`config.mk`:
```
export PLATFORM = sky130hd
export DESIGN_NAME = edvf_ram
export DESIGN_NICKNAME = d
export VERILOG_FILES = /design/src/edvf_ram.sv
export SDC_FILE = /design/constraint.sdc
export NUM_CORES = 2
export LEC_CHECK = 0
export BUFFER_PORTS_ARGS = -buffer_cell sky130_fd_sc_hd__buf_2
export CORE_MARGIN = 1.5
export CORE_UTILIZATION = 45
export DETAILED_ROUTE_END_ITERATION = 6
export GPL_TIMING_DRIVEN = 0
export RECOVER_POWER = 25
export REMOVE_ABC_BUFFERS = 1
export SYNTH_ARGS = -nofsm -noshare
export SYNTH_HDL_FRONTEND = slang
export SYNTH_SLANG_ARGS = --single-unit
```
`constraint.sdc`:
```
create_clock -name clk_i -period 3.33 [get_ports clk_i]
set_clock_uncertainty 0.05 [all_clocks]
set_input_delay 0.1665 -clock clk_i [delete_from_list [all_inputs] [get_ports clk_i]]
set_output_delay 0.1665 -clock clk_i [all_outputs]
set_load 0.005 [all_outputs]
```
`src/edvf_ram.sv`:
```
// Simple dual-port synchronous RAM, one write and one registered read port.
// No dependencies.
module edvf_ram #(
  parameter int Width = 16,
  parameter int Depth = 256
) (
  input  logic                                   clk_i,
  input  logic                                   we_i,
  input  logic [((Depth > 1) ? $clog2(Depth) : 1)-1:0] waddr_i,
  input  logic [Width-1:0]                       wdata_i,
  input  logic                                   re_i,
  input  logic [((Depth > 1) ? $clog2(Depth) : 1)-1:0] raddr_i,
  output logic [Width-1:0]                       rdata_o
);

  logic [Width-1:0] mem [Depth];
  logic [Width-1:0] rdata_q;

  always_ff @(posedge clk_i) begin
    if (we_i) begin
      mem[waddr_i] <= wdata_i;
    end
    if (re_i) begin
      rdata_q <= mem[raddr_i];
    end
  end

  assign rdata_o = rdata_q;

endmodule

```
==> results.py <==
metrics = {
    "cells_and_area": {
        "fillCellCount": 26700,
        "drive_gt1_frac": 0.279,
        "area_growth_pct": 16.1,
        "postLayoutCellArea_mm2": 0.184,
        "multi_input_area_mm2": 0.0345,
        "stdcell_count": 12700,
        "seqCellArea_mm2": 0.123,
        "fin_nets": 7795,
    },
    "sta": {
        "worstMarginPinSlew_ps": 3330,
        "finalHoldViolations": 0,
        "setup_ws_ps": -79.8,
        "max_slew_margin": -1.22,
        "min_period_ps": 3410,
        "finalCritPeriodShare": 1.02,
        "rsz0062_at_grt": "true",
        "max_freq_mhz": 293,
        "slew_viol_final": 1582,
        "setup_viol": 3,
        "tns_ps": -232,
    },
    "floorplan": {
        "initial_core_util": 0.452,
        "fp.dieH_um": 597,
        "io_pins": 51,
        "core-area_mm2": 0.352,
        "die_area_mm2": 0.357,
        "rows": 218,
        "die_x_um": 597,
    },
    "route": {
        "drtPass1Iterations": 5,
        "drt_iter0_markers": 9617,
        "routedWlPerCell_um": 33.0,
        "final_antenna_net_count": 0,
        "drc": 0,
        "num_vias": 78300,
        "drt-total-wl_mm": 419,
        "viasPerCell": 6.16,
    },
    "power": {
        "powerDensity_mw_per_mm2": 583,
        "p_sw_uw": 23100,
        "swShare": 0.215,
        "pwr-share-clk": 0.414,
        "p_leak_uw": 0.0579,
        "intPower_uw": 84400,
        "power.share.combinational": 0.054,
        "seqPwrFrac": 0.532,
        "vdd_ir_drop_max_mv": 0.511,
    },
    "global_route": {
        "grt_pass1_vias": 77600,
        "grt_usage": 0.232,
        "grt_antenna_before_repair": 20,
        "grt_start_max_net_pins": 157,
        "grt_pass1_wl_mm": 589,
        "grt-ovfl-total": 0,
    },
    "yosys": {
        "synthTopCellsByCount": "4112 x edfxtp_1, 797 x mux4_2, 565 x mux2i_1, 304 x nor2_1, 252 x o221ai_1",
        "avgSynthCellArea_um2": 21.6,
        "ys_types": 51,
        "synth-edff-count": 4112,
        "ys.flop_type": "edfxtp_1",
        "yosys_warnings": 0,
        "yosysTopAreaCell": "edfxtp_1",
        "syn_inst": 7360,
        "synth_area_leaders": "edfxtp_1 78%, mux4_2 11%, mux2i_1 3.6%, o221ai_1 1.4%, nor2_1 0.72%",
        "synth_seq_cells": 4112,
        "yosysMostFrequentCell": "edfxtp_1",
        "synth_area_mm2": 0.159,
        "synth_top_cell_area_share": 0.777,
        "seq_area_frac_synth": 0.777,
        "synthArstFlopShare": 0,
    },
    "worst_setup_path": {
        "worstPathCellList": "buf_16 -> buf_16 -> buf_16 -> buf_16 -> buf_16 -> or2_4 -> buf_16 -> buf_16 -> o221ai_1 -> o22ai_1 -> nor3_1 -> nor3_1 -> nor4_4",
        "slowest_delay_ps": 570,
        "end_kind": "register",
        "crit_top_cell": "buf_16",
        "critPathLaunch": "raddr_i[1]",
        "crit_fanout": 64,
        "reg2reg_from": "mem[3][1]$_DFFE_PP_",
        "cp_slowest_cell": "nor3_1",
        "critical_path_class": "in -> reg",
        "crit_arrival_ps": 4060,
        "crit_required_ps": 3980,
        "start_kind": "primary input",
    },
    "run_status": {
        "violations": "capacitance limit, slew limit, setup timing",
        "status": "complete, but fails checks",
    },
    "placed_design": {
        "port_buffers": 50,
        "place_hpwl_mm": 252,
        "placed_cell_area_mm2": 0.169,
        "place_inst": 11900,
        "gp_congestion": 0.803,
    },
    "clock_tree": {
        "numCtsBuffers": 404,
        "insertion_delay_ps": 1000,
        "htreeDepth": 5,
        "cts.sinks": 4112,
        "root_buffer": "clkbuf_16",
        "tritoncts": "built",
        "clk_pin_slew_worst_paths_ps": 60,
        "clockBufferDepth": 4,
    },
    "worst_hold_path": {
        "min-delay-start": "wdata_i[4]",
        "hp-class": "in -> reg",
    },
    "job": {
        "cap_violations": 17,
    },
}
[sequential cells by signal, indices dropped and copies added, names as in the netlist]
signal,flops
rdata_o,16
mem,4096
[metrics by stage]
step	power, uW	hold WS, ps	setup slack (ps)	util
2_1_floorplan	60300	215	-3520	-
3_3_place_gp	67100	518	-54930	0.461
3_5_place_dp	63600	332	-4030	0.481
4_1_cts	108000	54.0	-36.1	0.524
5_1_grt	110000	174	-13.2	0.524
6_report	107000	156	-79.8	0.524
[routing by layer]
layer | wire length [um] | share of wire | vias up | GRT usage
li1 | - | - | 32200 | -
met1 | 168000 | 0.40 | 42000 | 0.322
met2 | 202000 | 0.48 | 3396 | 0.373
met3 | 32800 | 0.078 | 647 | 0.0394
met4 | 16600 | 0.040 | 8 | 0.0842
met5 | 45 | 0.00011 | - | 0
[cell usage in the layout (no fill, tap or decap), types with 97 or more instances in the layout]
cell type,count
edfxtp_1,4112
mux4_2,797
mux2i_1,565
clkbuf_16,413
nor2_2,258
o221ai_1,246
buf_8,205
a21oi_1,162
o22ai_1,147
clkinv_1,98
buf_16,97
[worst max-delay path, delay by kind of cell]
kind | cells | cell delay [ps]
compound gates | 2 | 600
buf+inv | 7 | 1420
simple gates | 4 | 1640
[layout make-up]
class | count | area share
diodes | 10 | 0.000136
clock buffers | 488 | 0.0571
clock inverters | 242 | 0.0124
inverters | 4 | 0.000210
multi-input cells | 2796 | 0.187
flip-flops and latches | 4112 | 0.670
well taps | 4620 | 0.0313
repair buffers | 442 | 0.0420
[cell families (layout without fill, tap and decap cells)]
family	count (synthesis)	in the layout	synth area share
flip-flops	4112	4112	0.777
buffers and inverters	456	1176	0.0169
AND/OR/NAND/NOR	556	560	0.0157
AO/OA/AOI/OAI	786	786	0.0353
other	0	10	0
multiplexers	1450	1450	0.155
[power groups by stage]
stage               clock [uW]  sequential (uW)  combinational, uW
detailed placement           0            58200               5360
global route             47100            57200               6050
floorplan                    0            58200               2100
finish                   44500            57200               5810
CTS                      45100            57100               5820
global placement             0            58400               8650
[path summary, 6_finish.rpt]
kind                                               to  slack (ps)  cells past startpoint
worst min-delay path             mem[58][4]$_DFFE_PP_         160                      2
worst min register to register   rdata_o[3]$_DFFE_PP_        1230                      6
worst max register to register   rdata_o[1]$_DFFE_PP_          80                      6
worst max-delay path            rdata_o[13]$_DFFE_PP_         -80                     13
[repair_timing]
| action | 4_1_cts | 5_1_grt |
|---|---|---|
| buffers inserted | 5 | 0 |
| hold endpoints to repair | 2276 | 0 |
| cloned | 34 | 4 |
| endpoints found under the setup margin | 16 | 12 |
| hold buffers | 24 | 0 |
| resized for setup | 141 | 20 |
| pin swaps | 8 | 7 |
Note: power is estimated with default switching activity, not from simulation.
