<file path="config.mk">
export PLATFORM = sky130hd
export DESIGN_NAME = edvf_stepper
export DESIGN_NICKNAME = d
export VERILOG_FILES = /design/src/edvf_pkg.sv /design/src/edvf_stepper.sv
export SDC_FILE = /design/constraint.sdc
export NUM_CORES = 2
export LEC_CHECK = 0
export ABC_AREA = 1
export BUFFER_PORTS_ARGS = -buffer_cell sky130_fd_sc_hd__buf_2
export CAP_MARGIN = 20
export CORE_ASPECT_RATIO = 0.75
export CORE_MARGIN = 2
export CORE_UTILIZATION = 34
export DETAILED_ROUTE_END_ITERATION = 16
export SLEW_MARGIN = 10
export SYNTH_ARGS = -nofsm -noshare
export SYNTH_HDL_FRONTEND = slang
export SYNTH_SLANG_ARGS = --single-unit
</file>
<file path="constraint.sdc">
create_clock -name clk_i -period 5.13 [get_ports clk_i]
set_input_delay 0 -clock clk_i [delete_from_list [all_inputs] [get_ports clk_i]]
set_output_delay 0 -clock clk_i [all_outputs]
set_load 0.1 [all_outputs]
</file>
<file path="src/edvf_pkg.sv">
// Shared types and constants of the edge depth visibility filter.
// No dependencies; compile first.
package edvf_pkg;

  typedef logic signed [16:0] lane_t;

  typedef struct packed {
    logic         valid;
    logic         last;
    lane_t [2:0]  val;
  } smp_t;

  localparam int LANE_X = 0;
  localparam int LANE_Y = 1;
  localparam int LANE_Z = 2;

  localparam logic [1:0] OP_WRITE_DEPTH  = 2'd0;
  localparam logic [1:0] OP_WRITE_VERTEX = 2'd1;
  localparam logic [1:0] OP_TEST_EDGE    = 2'd2;

  localparam logic [1:0] STATUS_VISIBLE    = 2'd0;
  localparam logic [1:0] STATUS_HIDDEN     = 2'd1;
  localparam logic [1:0] STATUS_BAD_INDEX  = 2'd2;
  localparam logic [1:0] STATUS_OFF_SCREEN = 2'd3;

  localparam int CFG_IDX_W  = 3;
  localparam int CFG_DATA_W = 16;

  localparam logic [CFG_IDX_W-1:0] CFG_SCREEN_WIDTH  = 3'd0;
  localparam logic [CFG_IDX_W-1:0] CFG_SCREEN_HEIGHT = 3'd1;
  localparam logic [CFG_IDX_W-1:0] CFG_VERTEX_COUNT  = 3'd2;
  localparam logic [CFG_IDX_W-1:0] CFG_DEPTH_EPSILON = 3'd3;
  localparam logic [CFG_IDX_W-1:0] CFG_MIN_VISIBLE   = 3'd4;

  localparam logic [8:0]  SCREEN_WIDTH_RST  = 9'd256;
  localparam logic [8:0]  SCREEN_HEIGHT_RST = 9'd256;
  localparam logic [8:0]  VERTEX_COUNT_RST  = 9'd0;
  localparam logic [15:0] DEPTH_EPSILON_RST = 16'd0;
  localparam logic [4:0]  MIN_VISIBLE_RST   = 5'd11;

endpackage

</file>
<file path="src/edvf_stepper.sv">
// Sample generator: from + trunc(i*(to-from)/SAMPLE_STEPS) for three lanes, one per cycle.
// Depends on edvf_pkg.
module edvf_stepper #(
  parameter int SAMPLE_STEPS = 20
) (
  input  logic                  clk_i,
  input  logic                  rst_ni,
  input  logic                  start_i,
  input  edvf_pkg::lane_t [2:0] from_i,
  input  edvf_pkg::lane_t [2:0] to_i,
  output edvf_pkg::smp_t        smp_o
);
  import edvf_pkg::*;

  localparam int IW = $clog2(SAMPLE_STEPS + 1);
  localparam int RW = $clog2(2 * SAMPLE_STEPS);
  localparam logic [17:0]   Recip   = 18'((1 << 17) / SAMPLE_STEPS);
  localparam logic [IW-1:0] LastIdx = IW'(SAMPLE_STEPS);
  localparam logic [RW-1:0] StepsR  = RW'(SAMPLE_STEPS);
  localparam logic [RW:0]   StepsS  = (RW + 1)'(SAMPLE_STEPS);

  localparam logic [2:0] P_IDLE = 3'd0;
  localparam logic [2:0] P_MUL  = 3'd1;
  localparam logic [2:0] P_QUO  = 3'd2;
  localparam logic [2:0] P_FIX  = 3'd3;
  localparam logic [2:0] P_RUN  = 3'd4;

  logic [2:0]       phase_q, phase_d;
  logic [IW-1:0]    idx_q;
  logic             smp_valid_q, smp_last_q;
  lane_t [2:0]      smp_val_q;
  lane_t            base_q [3];
  logic [2:0]       neg_q;
  logic [16:0]      mag_q  [3];
  logic [34:0]      prod_q [3];
  logic [16:0]      qe_q   [3];
  logic [RW-1:0]    re_q   [3];
  logic [16:0]      dq_q   [3];
  logic [RW-1:0]    dr_q   [3];
  logic [16:0]      acc_q  [3];
  logic [RW-1:0]    rem_q  [3];

  logic signed [17:0] diff_w [3];
  logic [17:0]        re_w   [3];
  logic [RW:0]        sum_w  [3];
  logic signed [17:0] off_w  [3];
  logic signed [17:0] val_w  [3];

  always_comb begin
    for (int l = 0; l < 3; l++) begin
      diff_w[l] = 18'(to_i[l]) - 18'(from_i[l]);
      re_w[l]   = 18'(mag_q[l]) - 18'(32'(prod_q[l][33:17]) * SAMPLE_STEPS);
      sum_w[l]  = {1'b0, rem_q[l]} + {1'b0, dr_q[l]};
      off_w[l]  = neg_q[l] ? -$signed({1'b0, acc_q[l]}) : $signed({1'b0, acc_q[l]});
      val_w[l]  = 18'(base_q[l]) + off_w[l];
    end
  end

  always_comb begin
    phase_d = phase_q;
    case (phase_q)
      P_IDLE: if (start_i) phase_d = P_MUL;
      P_MUL:  phase_d = P_QUO;
      P_QUO:  phase_d = P_FIX;
      P_FIX:  phase_d = P_RUN;
      P_RUN:  if (idx_q == LastIdx) phase_d = P_IDLE;
      default: phase_d = P_IDLE;
    endcase
  end

  always_ff @(posedge clk_i or negedge rst_ni) begin
    if (!rst_ni) begin
      phase_q     <= P_IDLE;
      smp_valid_q <= 1'b0;
    end else begin
      phase_q     <= phase_d;
      smp_valid_q <= (phase_q == P_RUN);
    end
  end

  always_ff @(posedge clk_i) begin
    case (phase_q)
      P_IDLE: begin
        for (int l = 0; l < 3; l++) begin
          base_q[l] <= from_i[l];
          neg_q[l]  <= diff_w[l][17];
          mag_q[l]  <= diff_w[l][17] ? 17'(-diff_w[l]) : 17'(diff_w[l]);
        end
      end
      P_MUL: begin
        for (int l = 0; l < 3; l++) begin
          prod_q[l] <= 35'(mag_q[l]) * 35'(Recip);
        end
      end
      P_QUO: begin
        for (int l = 0; l < 3; l++) begin
          qe_q[l] <= prod_q[l][33:17];
          re_q[l] <= RW'(re_w[l]);
        end
      end
      P_FIX: begin
        idx_q <= '0;
        for (int l = 0; l < 3; l++) begin
          if (re_q[l] >= StepsR) begin
            dq_q[l] <= qe_q[l] + 17'd1;
            dr_q[l] <= re_q[l] - StepsR;
          end else begin
            dq_q[l] <= qe_q[l];
            dr_q[l] <= re_q[l];
          end
          acc_q[l] <= '0;
          rem_q[l] <= '0;
        end
      end
      P_RUN: begin
        idx_q      <= idx_q + IW'(1);
        smp_last_q <= (idx_q == LastIdx);
        for (int l = 0; l < 3; l++) begin
          smp_val_q[l] <= val_w[l][16:0];
          if (sum_w[l] >= StepsS) begin
            rem_q[l] <= RW'(sum_w[l] - StepsS);
            acc_q[l] <= acc_q[l] + dq_q[l] + 17'd1;
          end else begin
            rem_q[l] <= RW'(sum_w[l]);
            acc_q[l] <= acc_q[l] + dq_q[l];
          end
        end
      end
      default: begin
        smp_last_q <= 1'b0;
      end
    endcase
  end

  assign smp_o.valid = smp_valid_q;
  assign smp_o.last  = smp_last_q;
  assign smp_o.val   = smp_val_q;

endmodule

</file>
==> results.ini, run 1 <==
[floorplan]
die_w_um=388
pin_count=158
initial_utilization=0.343
fp-row-count=105
die_h_um=292
coreArea_um2=109000
fp.dieArea_um2=113000

[drt]
wire_per_inst_um=14.8
viasPerCell=4.72
drc=0
vias=28900
drt_iter0_drc=2145
first_pass_iters=5
antenna_left=0
drt_wl_total_um=90600

[synthesis]
synth_top_area_cell=edfxtp_1
synth_area_leaders=edfxtp_1 31%, ha_1 18%, fa_1 9.8%
syn_area_per_cell_um2=8.58
synth_most_common_cell=nand2_1
ys_seq_area_frac=0.312
yosys.area.top_type_share=0.310
yosys.cell_types.count=56
syn-num-nets=5198
synth_top_cells_by_count=906 x nand2_1, 787 x inv_1, 535 x ha_1
synth_ff_type=edfxtp_1
ys_async_sr_fraction=0.0102
synth-edff-count=387
synth_seq_cells=391
mappedNetlistArea_um2=37500
ys_warn_count=0
syn-instance-count=4375

[critical_path]
path_class=flip-flop to flip-flop
cp-end-kind=flip-flop
arrival_ns=5.23
crit_required_ns=5.49
path_max_fanout=8
worstSetupStartpointType=flip-flop
critPathLaunch=mag_q[0][39]
reg2reg_from=mag_q[0][39]

[cts]
root_buffer=clkbuf_16
ctsLongestPathBuffers=3
clock_latency_ns=0.62
cts_made_buffers=46
htreeDepth=2
cts.sinks=391
clk_pin_slew_ns=0.07
cts_tree=done

[grt]
grt_pass1_wl_um=147000
grt_start_max_net_pins=76
grt_pass1_vias=27600
track_usage=0.160
grt_overflow=0
grt_antenna_before_repair=0

[placement]
port_buffers=157
place_hpwl_um=73400
gp_congestion=0.889

[finish]
nets=5455
synthToLayoutAreaGrowth_pct=12.7
layout-drive-gt1-share=0.0677
diodes=0

[timing]
period_needed_ns=4.86
tns_ns=0
fin_crit_sh=0.948
setup_viol_count_final=0
relSlewSlack=0.262
max_slew.worst_pin.slew_ns=1.11
max_freq_ghz=0.206
grt_setup_unrepaired=no
clock_skew_ns=0.0407
final_hold_viol_count=0
slew_violations=0

[worst_hold_path]
worst_hold_startpoint=to_i[15]
hold_class=primary input to flip-flop

[job]
maxCapViolations=0

[run_status]
status=completed

## final cells by class
cell class	count	area, um2
fillers	10900	67100
repair buffers	231	1490
flip-flops and latches	391	11700
multi-input cells	3164	22700
clock inverters	33	387
well taps	1444	1810
clock buffers	53	1180
inverters	798	3000
## layout by cell type (no fill, tap or decap), drive strengths merged, types with 25 or more instances in the layout
cell	synthesis	layout
dlygate4sd3	0	59
nand2	923	923
buf	12	172
xnor2	98	98
nor3	66	66
a21oi	262	262
nand3b	25	25
nand3	226	226
fa	183	183
inv	797	801
edfxtp	387	387
nand4	40	40
o21ai	139	139
xor2	190	190
clkbuf	10	53
a21o	28	28
nor2	347	347
ha	535	535
## per-layer routing
metal	wire (um)	GRT usage	share of wire	vias to the layer above
met5	0	0	0	-
met4	1400	0.0289	0.015	0
met3	4240	0.0180	0.047	90
met2	36200	0.231	0.40	619
met1	48700	0.254	0.54	13300
li1	-	-	-	14900
## path summary, 6_finish.rpt
path	end	slack [ns]	depth (start not counted)
max in group asynchronous	phase_q[1]	4.57	3
worst min register to register	qe_q[0][21]	0.41	0
worst max register to register	prod_q[0][83]	0.27	17
worst max-delay path	prod_q[0][83]	0.27	17
worst min-delay path	mag_q[0][15]	0.05	6
min in group asynchronous	smp_valid_q	0.35	3
## flip-flops by register name (all words and copies together) (netlist names), 5 cells and up
name    flops
smp_o      51
acc_q      51
qe_q       39
rem_q      18
prod_q     39
base_q     51
mag_q      51
dr_q       18
dq_q       42
idx_q       5
re_q       18
## per-stage QoR
| stage | std cells | instance area, um2 | utilization | setup WS, ns | hold slack [ns] |
|---|---|---|---|---|---|
| detailed placement | 5966 | 40100 | 0.367 | 0.305 | -0.175 |
| CTS | 6111 | 42300 | 0.386 | 0.286 | 0.0127 |
| global placement | 5966 | 40100 | 0.367 | 0.345 | -0.177 |
| global route | 6114 | 42300 | 0.387 | 0.00466 | 0.0876 |
| floorplan | 4375 | 37500 | - | 0.677 | -0.296 |
| finish | 6114 | 42300 | 0.387 | 0.268 | 0.0549 |
## logic make-up (layout without fill, tap and decap cells)
group | count (synthesis) | after routing | share of synthesized area
DFF | 391 | 391 | 0.312
muxes | 1 | 1 | 0.000300
buffers and inverters | 820 | 1115 | 0.0830
and+or+nand+nor | 1659 | 1659 | 0.187
xor gates and xnor gates | 288 | 288 | 0.0680
AOI/OAI and AO/OA | 498 | 498 | 0.0733
adders and majority gates | 718 | 718 | 0.276
## critical path, cell delays in order (launching register included)
cell	delay, ns
edfxtp_1	0.56
ha_1	0.42
xor2_1	0.17
ha_1	0.18
a21o_1	0.17
fa_1	0.50
inv_1	0.06
fa_1	0.53
fa_1	0.55
inv_1	0.05
ha_1	0.37
a21oi_1	0.24
o21ai_0	0.12
o21bai_1	0.19
a21oi_1	0.25
nor2_1	0.07
nor2_1	0.13
xnor2_1	0.08
## repair_timing
action / 4_1_cts / 5_1_grt
hold buffers: 59 / 0
buffers inserted: 0 / 3
resized for setup: 0 / 0
endpoints found under the hold margin: 61 / 0
setup endpoints to repair: 0 / 2
Power of run 1 is left out: the tool's default activity adds up to more than one toggle a clock period on the data nets, which glitch-free logic cannot reach.
==> run 2: changes to the inputs <==
- CORE_ASPECT_RATIO: 0.75 -> not set
- clock period: 5.13 -> 3.9 ns (I/O delays scaled with it)
==> results.ini, run 2 (same netlist as run 1, synthesis figures left out) <==
[run_status]
status=complete, but fails checks
violations=setup timing

[cts]
root_buffer=clkbuf_16
htreeDepth=2
cts.sinks=391
clk_pin_slew_ns=0.06
clock_latency_ns=0.61
ctsLongestPathBuffers=3
cts_made_buffers=47
cts_tree=done

[placement]
gp_congestion=0.884
dp_cells=6233
port_buffers=157
place_hpwl_um=74100

[finish]
synthToLayoutAreaGrowth_pct=24.3
regArea_um2=11700
layout-drive-gt1-share=0.182
diodes=0
multi_input_area_um2=24800
fin_cells=6435
nets=5746
nFillCells=10600
final_cell_mix=869 x nand2_1, 756 x inv_1, 444 x ha_1, 387 x edfxtp_1, 311 x nor2_1
final_util=0.428
layout_commonest_cell=nand2_1

[timing]
clock_skew_ns=0.0297
final_hold_viol_count=0
fin_ws_ns=-0.463
holdWs_ns=0.0442
setup_viol_count_final=39
period_needed_ns=4.36
max_slew.worst_pin.slew_ns=0.906
max_freq_ghz=0.229
grt_setup_unrepaired=yes
relSlewSlack=0.396
slew_violations=0
fin_crit_sh=1.12

[critical_path]
path_max_fanout=4
crit_required_ns=4.25
path_class=flip-flop to flip-flop
arrival_ns=4.72
worstSetupStartpointType=flip-flop
cp-end-kind=flip-flop

[worst_hold_path]
hold_class=primary input to flip-flop

[drt]
drt_wl_total_um=92100
viasPerCell=4.69
wire_per_inst_um=14.3
first_pass_iters=5
antenna_left=0
drc=0
vias=30200
drt_iter0_drc=1492

[grt]
grt_start_max_net_pins=67
grt_antenna_before_repair=3
grt_pass1_vias=29800
track_usage=0.163
grt_overflow=0
grt_pass1_wl_um=150000

[floorplan]
initial_utilization=0.344
pin_count=158
fp.dieArea_um2=113000
die_w_um=336
coreArea_um2=109000
fp-row-count=121
die_h_um=336

[job]
maxCapViolations=0

run 2: cell types whose count changed in the layout (fill, tap and decap cells not counted), sizes merged:
| cell | change |
|---|---|
| buf | +291 |
| clkinv | +3 |
| clkbuf | +2 |
| inv | -1 |
| dlygate4sd3 | -1 |
| clkinvlp | -2 |
| bufinv | -3 |
run 2: worst max-delay path, stage by stage (launching register included):
cell      delay, ns
edfxtp_1       0.51
ha_4           0.29
xor2_1         0.14
ha_2           0.17
a21o_1         0.18
fa_2           0.48
fa_1           0.51
inv_1          0.05
fa_1           0.50
inv_2          0.05
ha_4           0.22
nand2_2        0.05
nand2_2        0.05
o21bai_1       0.15
a21oi_1        0.22
nand2_2        0.12
a21oi_4        0.20
o21ai_2        0.07
xor2_1         0.15
run 2: area by class of cell:
type / count / share of cell area
clock buffers: 55 / 0.0258
clock inverters: 30 / 0.00598
inverters: 798 / 0.0642
multi-input cells: 3164 / 0.532
flip-flops and latches: 391 / 0.251
well taps: 1476 / 0.0396
repair buffers: 521 / 0.0818
run 2: routing by layer:
layer | global-route usage | routed length (um) | vias up
met5 | 0 | 13 | -
met4 | 0.0448 | 2340 | 2
met3 | 0.0187 | 3140 | 128
met2 | 0.283 | 44900 | 430
met1 | 0.214 | 41700 | 14100
li1 | - | - | 15400
run 2: worst paths after layout:
path	from	to	slack, ns	cells after the start
max in group asynchronous	rst_ni	smp_valid_q	3.30	3
min	to_i[33]	mag_q[0][33]	0.04	6
min reg2reg	prod_q[0][54]	qe_q[0][24]	0.41	0
min in group asynchronous	rst_ni	phase_q[2]	0.37	3
max reg2reg	mag_q[0][19]	prod_q[0][57]	-0.46	18
max	mag_q[0][19]	prod_q[0][57]	-0.46	18
run 2: per-stage QoR:
step	TNS (ns)	area (um2)	worst slack, ns
3_3_place_gp	-14.00	42800	-0.558
2_1_floorplan	-4.83	38400	-0.301
5_1_grt	-19.50	46700	-0.625
6_report	-13.19	46700	-0.463
3_5_place_dp	-15.32	42800	-0.540
4_1_cts	-12.99	45700	-0.431
run 2: what timing repair did:
| action | 4_1_cts | 5_1_grt |
|---|---|---|
| buffers inserted | 33 | 34 |
| gates resized for setup | 112 | 164 |
| endpoints found under the hold margin | 63 | 0 |
| pin swaps | 103 | 123 |
| hold buffers | 58 | 0 |
| setup endpoints to repair | 39 | 39 |
Power of run 2 is left out for the same reason.
